<file path="src/rtl/svp_pkg.sv">
`timescale 1ns / 1ps
// ----------------------------------------------------------------------------
// svp_pkg
// Shared types and constants for the space-vector PWM timing block.
// ----------------------------------------------------------------------------
package svp_pkg;

  localparam int ANGLE_BITS = 16;
  localparam logic [15:0] ANGLE_MASK = 16'(17'h1FFFF << (16 - ANGLE_BITS));

  // sine polynomial coefficients, Q.16
  localparam int SIN_A = 102944;
  localparam int SIN_B = 42047;
  localparam int SIN_C = 4639;

  localparam int K_SQRT3      = 113512;
  localparam int K_HALF_SQRT3 = 56756;
  localparam int K_THREE_HALF = 98304;
  localparam int ONE_PERIOD   = 65536;

  localparam logic [15:0] INV_BUS_RESET = 16'd5461;
  localparam logic [15:0] PERIOD_RESET  = 16'd5600;

  // configuration register indexes
  localparam logic [7:0] REG_INV_BUS_VOLTAGE = 8'd0;
  localparam logic [7:0] REG_PERIOD_COUNT    = 8'd1;

  // sector codes
  localparam logic [2:0] SECTOR_ZERO = 3'd0;
  localparam logic [2:0] SECTOR_1    = 3'd1;
  localparam logic [2:0] SECTOR_2    = 3'd2;
  localparam logic [2:0] SECTOR_3    = 3'd3;
  localparam logic [2:0] SECTOR_4    = 3'd4;
  localparam logic [2:0] SECTOR_5    = 3'd5;
  localparam logic [2:0] SECTOR_6    = 3'd6;

  localparam int QUEUE_DEPTH = 4;
  localparam int QUEUE_AW    = $clog2(QUEUE_DEPTH);

  // active-vector times handed from front to back
  typedef struct packed {
    logic [2:0]  sector;
    logic [31:0] tx;
    logic [31:0] ty;
    logic [32:0] sum;
  } svp_item_t;

endpackage

</file>
<file path="src/rtl/svp_queue.sv">
`timescale 1ns / 1ps
// ----------------------------------------------------------------------------
// svp_queue
// Small FIFO between the front pipeline and the back sequencer.
// ----------------------------------------------------------------------------
module svp_queue import svp_pkg::*; (
  input  logic      clk,
  input  logic      rst,
  input  logic      push_valid,
  output logic      push_ready,
  input  svp_item_t push_item,
  output logic      pop_valid,
  input  logic      pop_ready,
  output svp_item_t pop_item
);

  svp_item_t           mem [QUEUE_DEPTH];
  logic [QUEUE_AW-1:0] wr_ptr, rd_ptr;
  logic [QUEUE_AW:0]   count;
  logic                do_push, do_pop;

  assign push_ready = (count != (QUEUE_AW + 1)'(QUEUE_DEPTH));
  assign pop_valid  = (count != '0);
  assign pop_item   = mem[rd_ptr];
  assign do_push    = push_valid && push_ready;
  assign do_pop     = pop_valid && pop_ready;

  always_ff @(posedge clk) begin
    if (do_push) begin
      mem[wr_ptr] <= push_item;
    end
  end

  always_ff @(posedge clk) begin
    if (rst) begin
      wr_ptr <= '0;
      rd_ptr <= '0;
      count  <= '0;
    end else begin
      if (do_push) wr_ptr <= wr_ptr + 1'b1;
      if (do_pop)  rd_ptr <= rd_ptr + 1'b1;
      count <= count + (QUEUE_AW + 1)'(do_push) - (QUEUE_AW + 1)'(do_pop);
    end
  end

endmodule

</file>
<file path="config.mk">
export PLATFORM = sky130hd
export DESIGN_NAME = svp_queue
export DESIGN_NICKNAME = d
export VERILOG_FILES = /design/src/rtl/svp_pkg.sv /design/src/rtl/svp_queue.sv
export SDC_FILE = /design/constraint.sdc
export NUM_CORES = 1
export LEC_CHECK = 0
export BUFFER_PORTS_ARGS = -buffer_cell sky130_fd_sc_hd__buf_2
export CAP_MARGIN = 20
export CORE_ASPECT_RATIO = 1.5
export CORE_MARGIN = 2
export CORE_UTILIZATION = 64
export CTS_BUF_LIST = sky130_fd_sc_hd__clkbuf_8
export CTS_CLUSTER_DIAMETER = 40
export DETAILED_ROUTE_END_ITERATION = 7
export GPL_TIMING_DRIVEN = 0
export PLACE_DENSITY = 0.86
export SLEW_MARGIN = 5
export SYNTH_ARGS = -nofsm -noshare
export SYNTH_HDL_FRONTEND = slang
export SYNTH_SLANG_ARGS = --single-unit
</file>
<file path="constraint.sdc">
create_clock -name clk -period 8.31 [get_ports clk]
set_clock_uncertainty 0.2 [all_clocks]
set_input_delay 0.831 -clock clk [delete_from_list [all_inputs] [get_ports clk]]
set_output_delay 0.831 -clock clk [all_outputs]
set_load 0.01 [all_outputs]
</file>
# Word level (Yosys, flattened, before mapping)
# Memory sizes are Yosys's and may differ from the RTL's. A register that Yosys moved wholly into a read port is not among the register bits.
# Cells that the tools add are included.
[totals]
elab_cells = 16
mem_count = 1
ff_bits = 7
ram_bits = 400
[op_classes]
mux = 4
addsub = 4
eq_ne = 1
reduce_logical = 3
[memory_table]
columns = ["memory", "words", "word_bits", "rd", "rd_clocked_by_memory_dff", "wr", "line_no", "source"]
rows = [
  ["mem", 4, 100, 1, 1, 1, "svp_queue.sv:17", "svp_item_t mem [QUEUE_DEPTH];"],
]
[op_table]
columns = ["cell", "count"]
rows = [
  ["adder 2 x 1 -> 2 bit (second input constant)", 2],
  ["two-way mux 2 bit", 2],
  ["adder 3 x 1 -> 3 bit", 1],
  ["!= test 3 bit (second input constant)", 1],
  ["nonzero test 3 bit", 1],
  ["subtractor 3 x 1 -> 3 bit", 1],
  ["logical AND 1 bit", 2],
  ["two-way mux 1 bit", 2],
]

# Longest topological paths before layout
[depth]
depth_word = 4
depth_mapped = 11
depth_no_buf = 11

# Worst setup path before layout
# OpenSTA, ideal clock, no wires.
[synth_timing]
path_kind = "input -> register"
startpoint = "input push_valid"
endpoint = "memory mem[0][0] (netlist name), enable pin"
cell_stages = 2
slack_ns = 4.195
arrival_ns = 3.445
path_buffers = 0
t_required_ns = 7.640
path_cell_list = "a21boi_2 > and2_1"
[synth_between]
elab_chain_len = 3
[synth_lines]
columns = ["element", "line_no", "source"]
rows = [
  ["start: declaration", "svp_queue.sv:9", "input logic push_valid,"],
  ["logical AND 1 bit", "svp_queue.sv:25", "assign do_push = push_valid && push_ready;"],
  ["two-way mux 1 bit", "svp_queue.sv:29", "if (do_push) begin"],
  ["two-way mux 1 bit (not written as such)", "svp_queue.sv:30", "mem[wr_ptr] <= push_item;"],
  ["end: declaration", "svp_queue.sv:17", ""],
]
# Every way passes these cells.

==> flow_metrics.py <==
metrics = {
    "outcome": {
        "outcome": "complete, no violations",
    },
    "power": {
        "power_frac_clock_pct": 25.2,
        "combinationalPowerShare_pct": 25.6,
        "seq_power_share_pct": 49.2,
        "power_per_cell_area_nw_per_um2": 300.3,
        "max-vdd-ir-drop_uv": 213.8,
        "cell_internal_pwr_uw": 3845,
        "sw_frac_of_total_pct": 26.86,
        "p_leak_uw": 0.005971,
        "power_switching_uw": 1412,
    },
    "detailed_routing": {
        "route.antenna.remaining_nets": 0,
        "dr.pass1.iters": 4,
        "remaining_drc_errors": 0,
        "vias_per_cell": 5.731,
        "routed_wirelength_mm": 26.83,
        "detail_route.iter0.violations": 334,
        "num_vias": 6837,
        "routedWlPerCell_um": 22.49,
    },
    "clock_network": {
        "clk_pin_slew_worst_paths_ns": 0.06,
        "ctsRootBufferMaster": "clkbuf_8",
        "clkSinkCount": 409,
        "cts_setup_buffers": 0,
        "clk_latency_ns": 0.56,
        "clock_tree.buffer_depth": 3,
        "cts.hold.buffers_added": 0,
        "tritoncts": "done",
        "post_cts_resize_count": 0,
        "tritoncts_buffers": 54,
        "cts-htree-levels": 2,
    },
    "logic_synthesis": {
        "ys_dominant_reg_cell": "edfxtp_1",
        "synthTopCellsByArea": "edfxtp_1 80%, mux4_2 15%, buf_12 1.3%",
        "netlist.top_cell.by_area": "edfxtp_1",
        "synth_async_sr_flop_share_pct": 0,
        "yosysWarnings": 0,
        "fraction_of_the_mapped_netlist_area_in_simple_logic_gates_pct": 0.6340,
        "number_of_synthesized_register_bits": 409,
        "synth_enable_flop_cells": 400,
        "synth_area_in_xor_xnor_pct": 0.1752,
        "synth.yosys.seq_area_share_pct": 81.29,
        "yosys.cell_count.top_type": "edfxtp_1",
        "mappedNetlistNets": 682,
        "synth_cell_types": 25,
        "adder_cell_fraction_of_synth_area_pct": 0.6340,
        "netlist.area_leader.share_pct": 80.09,
        "synth.avg_cell_area_um2": 26.27,
        "synth.mux.area_fraction_pct": 15.16,
        "syn_inst": 571,
        "synth_compound_gate_area_share_pct": 0.1919,
        "largest_family_of_logic_cells_by_synthesized_area": "multiplexers",
        "post_synth_most_frequent_cells": "400 x edfxtp_1, 100 x mux4_2, 10 x buf_12, 10 x buf_2, 9 x dfxtp_1",
        "netlist_area_pre_place_um2": 15000,
    },
    "layout": {
        "regArea_um2": 12190,
        "area_growth_pct": 16.73,
        "multi_input_comb_area_um2": 2529,
        "n_fill_cell": 1214,
        "final_layout_size_suffix_gt1_share_pct": 45.60,
        "stdcell_area_um2": 17510,
        "layout.nets": 946,
        "final_core_utilization_pct": 75.93,
    },
    "grt": {
        "grt_pass1_vias": 7301,
        "grt_first_pass_wirelength_mm": 40.00,
        "gr-usage-all-layers_pct": 21.98,
        "overflow": 0,
        "largest_net_degree_at_the_start_of_global_routing": 53,
        "grt_antenna_before_repair": 3,
    },
    "floorplan": {
        "core.rowCount": 68,
        "top_level_ports": 206,
        "fp.dieW_um": 129.0,
        "coreArea_um2": 23060,
        "floorplan.die_area_um2": 24700,
        "initial_core_utilization_pct": 65.05,
        "dieHeight_um": 191.5,
    },
    "critical_path": {
        "worst_setup_path_start_kind": "flop",
        "critical-path-max-stage-delay_ns": 0.60,
        "rr_worst_depth": 11,
        "timing.critical_path.mode_cell": "buf_2",
        "critical_path_class": "reg2out",
        "worstPathRequired_ns": 7.28,
        "timing.reg2reg.setup_slack_ns": 5.60,
        "worst-endpoint-arrival_ns": 2.44,
        "crit-reg2reg-launch": "count[1]",
        "crit-reg2reg-capture": "count[2]",
        "setup.worst_path.end_class": "output port",
        "crit_path_top_delay_cell": "buf_1",
        "path_cells": "buf_1, buf_2, mux4_2, buf_2",
        "worst-path-max-fanout": 10,
    },
    "run": {
        "max-cap-violations": 0,
    },
    "placement": {
        "gp_congestion": 0.7407,
        "portBuffers": 204,
        "preCtsSetupSlack_ns": 5.288,
        "hpwlAfterDp_mm": 17.07,
        "placement.cell_area_um2": 16530,
    },
    "sta": {
        "total_count_of_hold_check_failures_in_the_final_report": 0,
        "setup_slack_ns": 4.837,
        "finalSetupViolCount": 0,
        "worst-slew-pin-transition_ns": 0.7916,
        "setup_tns_ns": 0,
        "layout_min_cycle_time_ns": 3.473,
        "grt_setup_unrepaired": "false",
        "post-route-period-util_pct": 41.80,
        "highest_attainable_clock_frequency_ghz": 0.2879,
        "max_slew_headroom_pct": 47.22,
        "final_max_slew_viol_count": 0,
    },
    "min_path": {
        "holdPathStages": 1,
        "min_from": "push_item[59]",
        "timing.hold.worst.class": "in2reg",
        "worst_hold_path.endpoint": "mem[3][59]",
    },
}
-- sequential cells by signal (all words and copies together), names as in the netlist, named ones only --
name,cells
wr_ptr,2
mem,400
count,3
rd_ptr,2
-- critical path: cells and delay by family, from the launching register on --
kind     cells  cell delay (ns)
flops        1             0.32
buf+inv      3             1.18
mux          1             0.38
-- logic make-up after synthesis --
group	Yosys count
AND/OR/NAND/NOR	19
XOR/XNOR	3
multiplexers	102
buffers and inverters	28
flip-flops	409
adder cells (fa/ha/maj)	7
AO/OA/AOI/OAI	3
-- cell usage in the layout (no fill, tap or decap), types with 2 or more instances in the layout --
cell        n
nand2b_1    2
buf_12     10
clkbuf_8   57
clkinv_2    5
diode_2     3
and2_4      4
mux4_2    100
dfxtp_1     9
nor2_1      8
xor2_1      2
edfxtp_1  400
buf_2     214
buf_16      4
inv_1      24
ha_1        6
clkinv_1   13
-- per-stage QoR --
step / total power (µW) / cells / hold slack, ns
after global routing: 5491 / 1193 / 0.2273
after floorplan: 3520 / 571 / 0.2820
after global placement: 3957 / 1090 / 0.2900
final: 5258 / 1193 / 0.2663
after detailed placement: 4001 / 1094 / 0.3257
after CTS: 5319 / 1190 / 0.2222
-- worst max-delay path by stage --
stage	end	slack (ns)	depth (start not counted)
global placement	mem[2][81]	2.61	3
CTS	pop_item[72]	4.78	4
floorplan	mem[0][0]	4.20	2
finish	pop_item[99]	4.84	4
global route	pop_item[99]	4.71	4
detailed placement	count[2]	5.29	11
-- power by group through the flow --
stage	Sequential (µW)	Clock, µW	Combinational, µW
after CTS	2590	1360	1370
after detailed placement	2630	0	1370
final	2590	1320	1340
after floorplan	2630	0	889
after global routing	2600	1440	1440
after global placement	2650	0	1300
-- cell type report --
class / count / area share (%)
clock inverter: 39 / 1.043
sequential: 409 / 69.64
timing repair buffer: 208 / 6.460
buffer: 23 / 1.536
tap: 315 / 2.251
antenna: 3 / 0.04288
multi-input combinational: 134 / 14.44
clock buffer: 57 / 4.481
inverter: 5 / 0.1072
-- routing by layer --
layer | global-route usage [%] | wire length (µm) | vias up | share of wire, %
li1 | - | - | 2981 | -
met1 | 27.36 | 9949 | 3564 | 37
met2 | 38.24 | 14670 | 239 | 55
met3 | 4.590 | 1470 | 53 | 5.5
met4 | 8.319 | 737 | 0 | 2.7
met5 | 0 | 0 | - | 0
Power figures use the tool's default switching activity.
